--- src/rtl/vrf_pkg.sv ---
// vrf_pkg: shared types, constants and the output finishing function
// for the vertical reduce filter. No dependencies.

package vrf_pkg;

  // line geometry and fixed-point format
  localparam int LINE_WIDTH    = 4096;
  localparam int COL_W         = $clog2(LINE_WIDTH);
  localparam int FRACTION_BITS = 12;
  localparam int SUM_W         = 32;
  localparam int PIX_W         = 8;
  localparam int COEF_W        = 16;
  localparam int PROD_W        = PIX_W + 1 + COEF_W;

  localparam logic [SUM_W-1:0] ROUND_INIT = SUM_W'(1) << (FRACTION_BITS - 1);
  localparam logic [SUM_W-1:0] PIX_MAX    = SUM_W'((1 << PIX_W) - 1);

  // input transaction
  typedef struct packed {
    logic [PIX_W-1:0]         sample;
    logic signed [COEF_W-1:0] coefficient;
    logic [COL_W-1:0]         column;
    logic                     first_tap;
    logic                     last_tap;
  } in_item_t;

  // output transaction
  typedef struct packed {
    logic [PIX_W-1:0] pixel_out;
    logic [COL_W-1:0] column_out;
  } out_item_t;

  // accumulator memory write port
  typedef struct packed {
    logic             en;
    logic [COL_W-1:0] addr;
    logic [SUM_W-1:0] data;
  } ram_wr_t;

  // finished column sum handed to the output register
  typedef struct packed {
    logic             valid;
    logic [COL_W-1:0] column;
    logic [SUM_W-1:0] sum;
  } done_t;

  // shift, then clamp to the pixel range; negative sums give zero
  function automatic logic [PIX_W-1:0] finish_pixel(input logic [SUM_W-1:0] acc);
    logic [SUM_W-1:0] v;
    logic [PIX_W-1:0] r;
    v = acc >> FRACTION_BITS;
    if (acc[SUM_W-1]) begin
      r = '0;
    end else if (v > PIX_MAX) begin
      r = PIX_MAX[PIX_W-1:0];
    end else begin
      r = v[PIX_W-1:0];
    end
    return r;
  endfunction

endpackage

--- src/rtl/vrf_accum.sv ---
// vrf_accum: multiply stage and read-modify-write of the column sums,
// with forwarding of the previous write. Depends on vrf_pkg.

module vrf_accum (
  input  logic                      clk,
  input  logic                      rst,
  input  logic                      advance,
  input  logic                      item_valid,
  input  vrf_pkg::in_item_t         item,
  output logic [vrf_pkg::COL_W-1:0] rd_addr,
  input  logic [vrf_pkg::SUM_W-1:0] rd_data,
  output vrf_pkg::ram_wr_t          wr,
  output vrf_pkg::done_t            done
);

  logic                               s1_valid;
  logic [vrf_pkg::COL_W-1:0]          s1_column;
  logic                               s1_first;
  logic                               s1_last;
  logic [vrf_pkg::SUM_W-1:0]          s1_product;
  logic signed [vrf_pkg::PROD_W-1:0]  product;
  logic                               fwd_hit;
  logic [vrf_pkg::SUM_W-1:0]          fwd_data;
  logic [vrf_pkg::SUM_W-1:0]          base;
  logic [vrf_pkg::SUM_W-1:0]          sum;

  // unsigned sample times signed weight
  assign product = $signed({1'b0, item.sample}) * item.coefficient;

  // re-read the held column while stalled so read data stays current
  assign rd_addr = advance ? item.column : s1_column;

  // stage one control
  always_ff @(posedge clk) begin
    if (rst) begin
      s1_valid <= 1'b0;
    end else if (advance) begin
      s1_valid <= item_valid;
    end
  end

  // stage one payload
  always_ff @(posedge clk) begin
    if (advance) begin
      s1_column  <= item.column;
      s1_first   <= item.first_tap;
      s1_last    <= item.last_tap;
      s1_product <= {{(vrf_pkg::SUM_W - vrf_pkg::PROD_W){product[vrf_pkg::PROD_W-1]}},
                     product};
    end
  end

  // forward a write that lands on the address being read
  always_ff @(posedge clk) begin
    if (rst) begin
      fwd_hit <= 1'b0;
    end else begin
      fwd_hit <= wr.en && (wr.addr == rd_addr);
    end
  end

  always_ff @(posedge clk) begin
    fwd_data <= wr.data;
  end

  // accumulate, wrapping modulo 2^32
  always_comb begin
    if (s1_first) begin
      base = vrf_pkg::ROUND_INIT;
    end else if (fwd_hit) begin
      base = fwd_data;
    end else begin
      base = rd_data;
    end
    sum = base + s1_product;
  end

  // write back and hand off
  assign wr.en       = s1_valid && advance;
  assign wr.addr     = s1_column;
  assign wr.data     = sum;
  assign done.valid  = s1_valid && s1_last;
  assign done.column = s1_column;
  assign done.sum    = sum;

endmodule
--- config.mk ---
export PLATFORM = sky130hd
export DESIGN_NAME = vrf_accum
export DESIGN_NICKNAME = d
export VERILOG_FILES = /design/src/rtl/vrf_pkg.sv /design/src/rtl/vrf_accum.sv
export SDC_FILE = /design/constraint.sdc
export NUM_CORES = 1
export LEC_CHECK = 0
export BUFFER_PORTS_ARGS = -buffer_cell sky130_fd_sc_hd__buf_2
export CORE_ASPECT_RATIO = 0.5
export CORE_UTILIZATION = 51
export CTS_CLUSTER_SIZE = 28
export DETAILED_ROUTE_END_ITERATION = 12
export PLACE_DENSITY = 0.74
export SLEW_MARGIN = 20
export SYNTH_ARGS = -nofsm -noshare
export SYNTH_HDL_FRONTEND = slang
export SYNTH_SLANG_ARGS = --single-unit
--- constraint.sdc ---
create_clock -name clk -period 5.7 [get_ports clk]
set_input_delay 0.855 -clock clk [delete_from_list [all_inputs] [get_ports clk]]
set_output_delay 0.855 -clock clk [all_outputs]
set_load 0.02 [all_outputs]
======== Word level (Yosys, flattened, before mapping) ========
Index checks and enable logic that the tools add are counted.
word-level totals
  logic and storage cells ................. 16
  register bits ........................... 73
  input port bits ......................... 74
operators by class
  multipliers ............................. 1
  reduce and logical (&&, ||, !) cells .... 3
  eq/ne operators ......................... 1
  add/sub/neg operators ................... 1
  multiplexer cells ....................... 3
operator list
  operator                     number
  2-to-1 mux 32 bit            2
  adder 32 bit                 1
  multiplier 9 x 16 -> 25 bit  1
  equality test 12 bit         1
  2-to-1 mux 12 bit            1
  logical AND 1 bit            3

======== Depth between registers and ports, before layout ========
  word-level depth ........................ 3
  depth in mapped cells ................... 18
  gate-level depth less buffers ........... 18

======== Worst setup path before layout ========
OpenSTA, ideal clock, no wires.
  path type ............................... input-to-reg
  from .................................... in item[32] in the netlist's numbering
  to ...................................... reg s1_product[18] in the netlist's numbering, data pin
  arrival ................................. 5.052 ns
  path slack .............................. 0.390 ns
  required time ........................... 5.441 ns
  cell stages on the path ................. 17
  library setup time ...................... 0.259 ns
  path buffers ............................ 1
  cells stage by stage .................... clkbuf_1 -> nand2_1 -> fa_1 -> inv_1 -> fa_1 -> fa_1 -> inv_1 -> fa_1 -> inv_1 -> ha_1 -> a21o_1 -> a221oi_2 -> o21ai_1 -> a211o_1 -> a31o_2 -> a21oi_2 -> xnor2_1
between the ends
  cells in the longest elaborated chain, start to end .. 1
RTL lines
  what                         line             RTL
  start, declared              vrf_accum.sv:9   input vrf_pkg::in_item_t item,
  multiplier 9 x 16 -> 25 bit  vrf_accum.sv:28  assign product = $signed({1'b0, item.sample}) * item.coefficient;
  named net product, one bit   vrf_accum.sv:21  logic signed [vrf_pkg::PROD_W-1:0] product;
  end signal, assigned         vrf_accum.sv:48  s1_product <= {{(vrf_pkg::SUM_W - vrf_pkg::PROD_W){product[vrf_pkg::PROD_W-1]}},
  end, declared                vrf_accum.sv:20  logic [vrf_pkg::SUM_W-1:0] s1_product;
The timed path passes the listed nets, and every way through them passes these cells.
A chain may end at the register's enable or synchronous reset.

======== Worst setup path in the final report ========
  from .................................... in item[32] in the netlist's numbering
  to ...................................... reg s1_product[20] in the netlist's numbering, data pin
The elaborated chain is that of the path after synthesis.

==> run metrics <==
combinational share of power=0.730; drt via density=5.20; Worst EP required=5.78 ns; Max clock buf depth=2; total CTS buffers=9; Initial Util=0.526; Main synth FF type=dfxtp_1; asr flop ratio synth=0; PortBufs=175; Final Hold Fails=0; Reg2Reg Depth=11; Power Total=5.68 mW; Tcrit/Tclk final=0.929; Clock Tree Root=clkbuf_16; Post-Syn Instances=1029; clk slew on worst S/H paths=0.06 ns; first-pass GRT wire length=36200 um; sequential element share of the synthesized area=0.187; Seq cells post-synth=73; initial antenna violation count=1; top-count cell post-synth=inv_1; worst flop-to-flop path startpoint=fwd_hit$_SDFF_PP0_; Slew HR=0.342; DP Cell Count=1369; Post-synth top cells=168 x inv_1, 103 x fa_1, 88 x nand2_1; die area=18700 um^2; io pins=176; Hold Path Stages=2; final setup fails=0; number of synthesized flops with an enable pin=27; worst hold path class=register to register; hold_buf cts=0; Switch Pwr=2.87 mW; Reg2Reg Setup Slack=2.13 ns; CP max FO=16; final net count=1404; cell type with the highest aggregate area in the netlist=fa_1; Setup crit start kind=input pin; vias in the first global route=7359; Mapped Area=9240 um^2; reg2reg end=fwd_data[29]$_DFF_P_; total grt overflow=0; cell internal pwr=2.81 mW; # DRC=34; Min Hold Slack=0.515 ns; Post-Route Setup TNS=0 ns; Max Slew Vio Count=0; CP endpoint kind=register; failing checks=DRC; clock power share=0.099; PwrDens=552 nW/um^2; Max-Cap Viols=0; Synth top area share=0.223; via count=7211; CP top delay family=adder cells; WL per Instance=15.9 um; post-CTS resize count=0; Synth Warn #=0; outcome=finished, violations left; Layout area overhead=11.3%; Crit-path slowest cell=fa_1; Most common cell on crit path=fa_1; Final min period=5.29 ns; drt total wl=22000 um; largest cells by area after synthesis=fa_1 22%, ha_1 11%, dfxtp_1 10%; Core Region=17600 um^2; router iterations before antenna repair=9; layout cell share with drive strength beyond 1=0.187; CTS tree=done; H-Tree Level Count=3; Iter 0 DRT Violations=470; Die Width=192 um; Final Skew=0.0110 ns; worst slack, placed=0.0923 ns; Die Y=97.2 um; dpl hpwl=17900 um; clock sink total=73; Max Fclk=0.189 GHz; worst skew pair latency=0.34 ns; count of cell types in the netlist=65; post-synth net total=1287; final cell count without fillers=1386; Peak VDD IR=0.000205 V; sw frac=0.505; critical-path cell list=buf_2 > nand2_1 > fa_1 > inv_1 > fa_1 > inv_1 > fa_1 > fa_1 > inv_1 > ha_1 > and3_1 > a221oi_2 > o21ai_1 > a21oi_1 > o21ai_1 > a221oi_2 > xnor2_1; hold endpoint=s1_valid$_SDFFE_PP0P_; crit path DAT=5.37 ns; average size of a mapped cell=8.98 um^2; hold path start=s1_valid$_SDFFE_PP0P_; WP buf/inv=4; transition time of the tightest slew-check pin=0.987 ns; GRT Resource Usage Total=0.243; GPL Wtd Cong=0.880; post-route ant nets=0; largest net degree at the start of global routing=49; Leakage=5.19 nW; Crit Path Class=input pin to register; max incr delay on CP=0.54 ns; Setup WS post-layout=0.406 ns; setup repair bufs after CTS=0; site row count=34; RSZ-0062 raised after global routing=false; Reg power frac=0.171
[per-layer routing]
layer / GRT usage / share of wire / vias to the layer above / wire length (um)
li1: - / - / 3534 / -
met2: 0.391 / 0.45 / 220 / 9870
met3: 0.0350 / 0.059 / 18 / 1300
met4: 0.0491 / 0.0085 / 0 / 188
met5: 0 / 0 / - / 0
met1: 0.349 / 0.48 / 3439 / 10600
[sequential cells by signal, summed over array words and instances, names as in the netlist]
register / cells
s1_product: 25
s1_first: 1
s1_valid: 1
fwd_data: 32
s1_last: 1
s1_column: 12
fwd_hit: 1
[placed cells by master, fill, tap and decap left out, types with 7 or more instances in the layout]
cell	count
inv_1	168
o21ai_0	26
nand2_1	88
edfxtp_1	27
and2_1	81
clkbuf_16	9
a21o_1	19
mux2i_1	36
xnor2_1	34
nor3_1	9
nand3_1	16
a21oi_1	42
xor2_1	17
buf_2	175
nor2b_1	7
ha_1	81
dfxtp_1	45
fa_1	103
nor2_1	53
[worst min-delay path, delay by kind of cell (launching register included)]
kind | cells | cell delay [ns]
mux | 1 | 0.07
simple gates | 1 | 0.08
flops | 1 | 0.33
[kinds of logic after synthesis]
family                   count (synthesis)  synth area share
XOR/XNOR                                51            0.0483
multiplexers                            42            0.0463
flip-flops                              73             0.187
adder cells (fa/ha/maj)                184             0.333
AO/OA/AOI/OAI                          160             0.120
AND/OR/NAND/NOR                        280             0.150
buffers and inverters                  239             0.116
[power by group through the flow]
stage	combinational, mW	sequential, mW	clock (mW)
2_1_floorplan	3.35	0.947	0
3_5_place_dp	4.12	0.980	0
3_3_place_gp	4.02	0.974	0
5_1_grt	4.62	0.996	0.602
4_1_cts	4.15	0.971	0.578
6_report	4.15	0.971	0.565
[stage by stage]
step / utilization / instance area (um^2)
3_5_place_dp: 0.569 / 9990
3_3_place_gp: 0.569 / 9990
6_report: 0.586 / 10300
5_1_grt: 0.586 / 10300
4_1_cts: 0.586 / 10300
2_1_floorplan: - / 9240
[final cells by class]
class	count	area [um^2]
clock inverter	7	71.3
inverter	168	631
antenna	1	2.50
tap	234	293
timing repair buffer	177	891
clock buffer	9	225
sequential	73	1730
fill	1550	7280
multi-input combinational	717	6440
[how the worst max path moves through the flow]
stage / startpoint / end / slack [ns] / cells past startpoint
6_report: item[32] / s1_product[20]$_DFFE_PP_ / 0.41 / 17
5_1_grt: item[30] / s1_product[24]$_DFFE_PP_ / 0.06 / 19
4_1_cts: item[32] / s1_product[20]$_DFFE_PP_ / 0.44 / 17
3_5_place_dp: item[32] / s1_product[20]$_DFFE_PP_ / 0.09 / 17
3_3_place_gp: item[35] / s1_product[18]$_DFFE_PP_ / 0.20 / 17
2_1_floorplan: item[32] / s1_product[18]$_DFFE_PP_ / 0.39 / 17
Power figures use the tool's default switching activity.
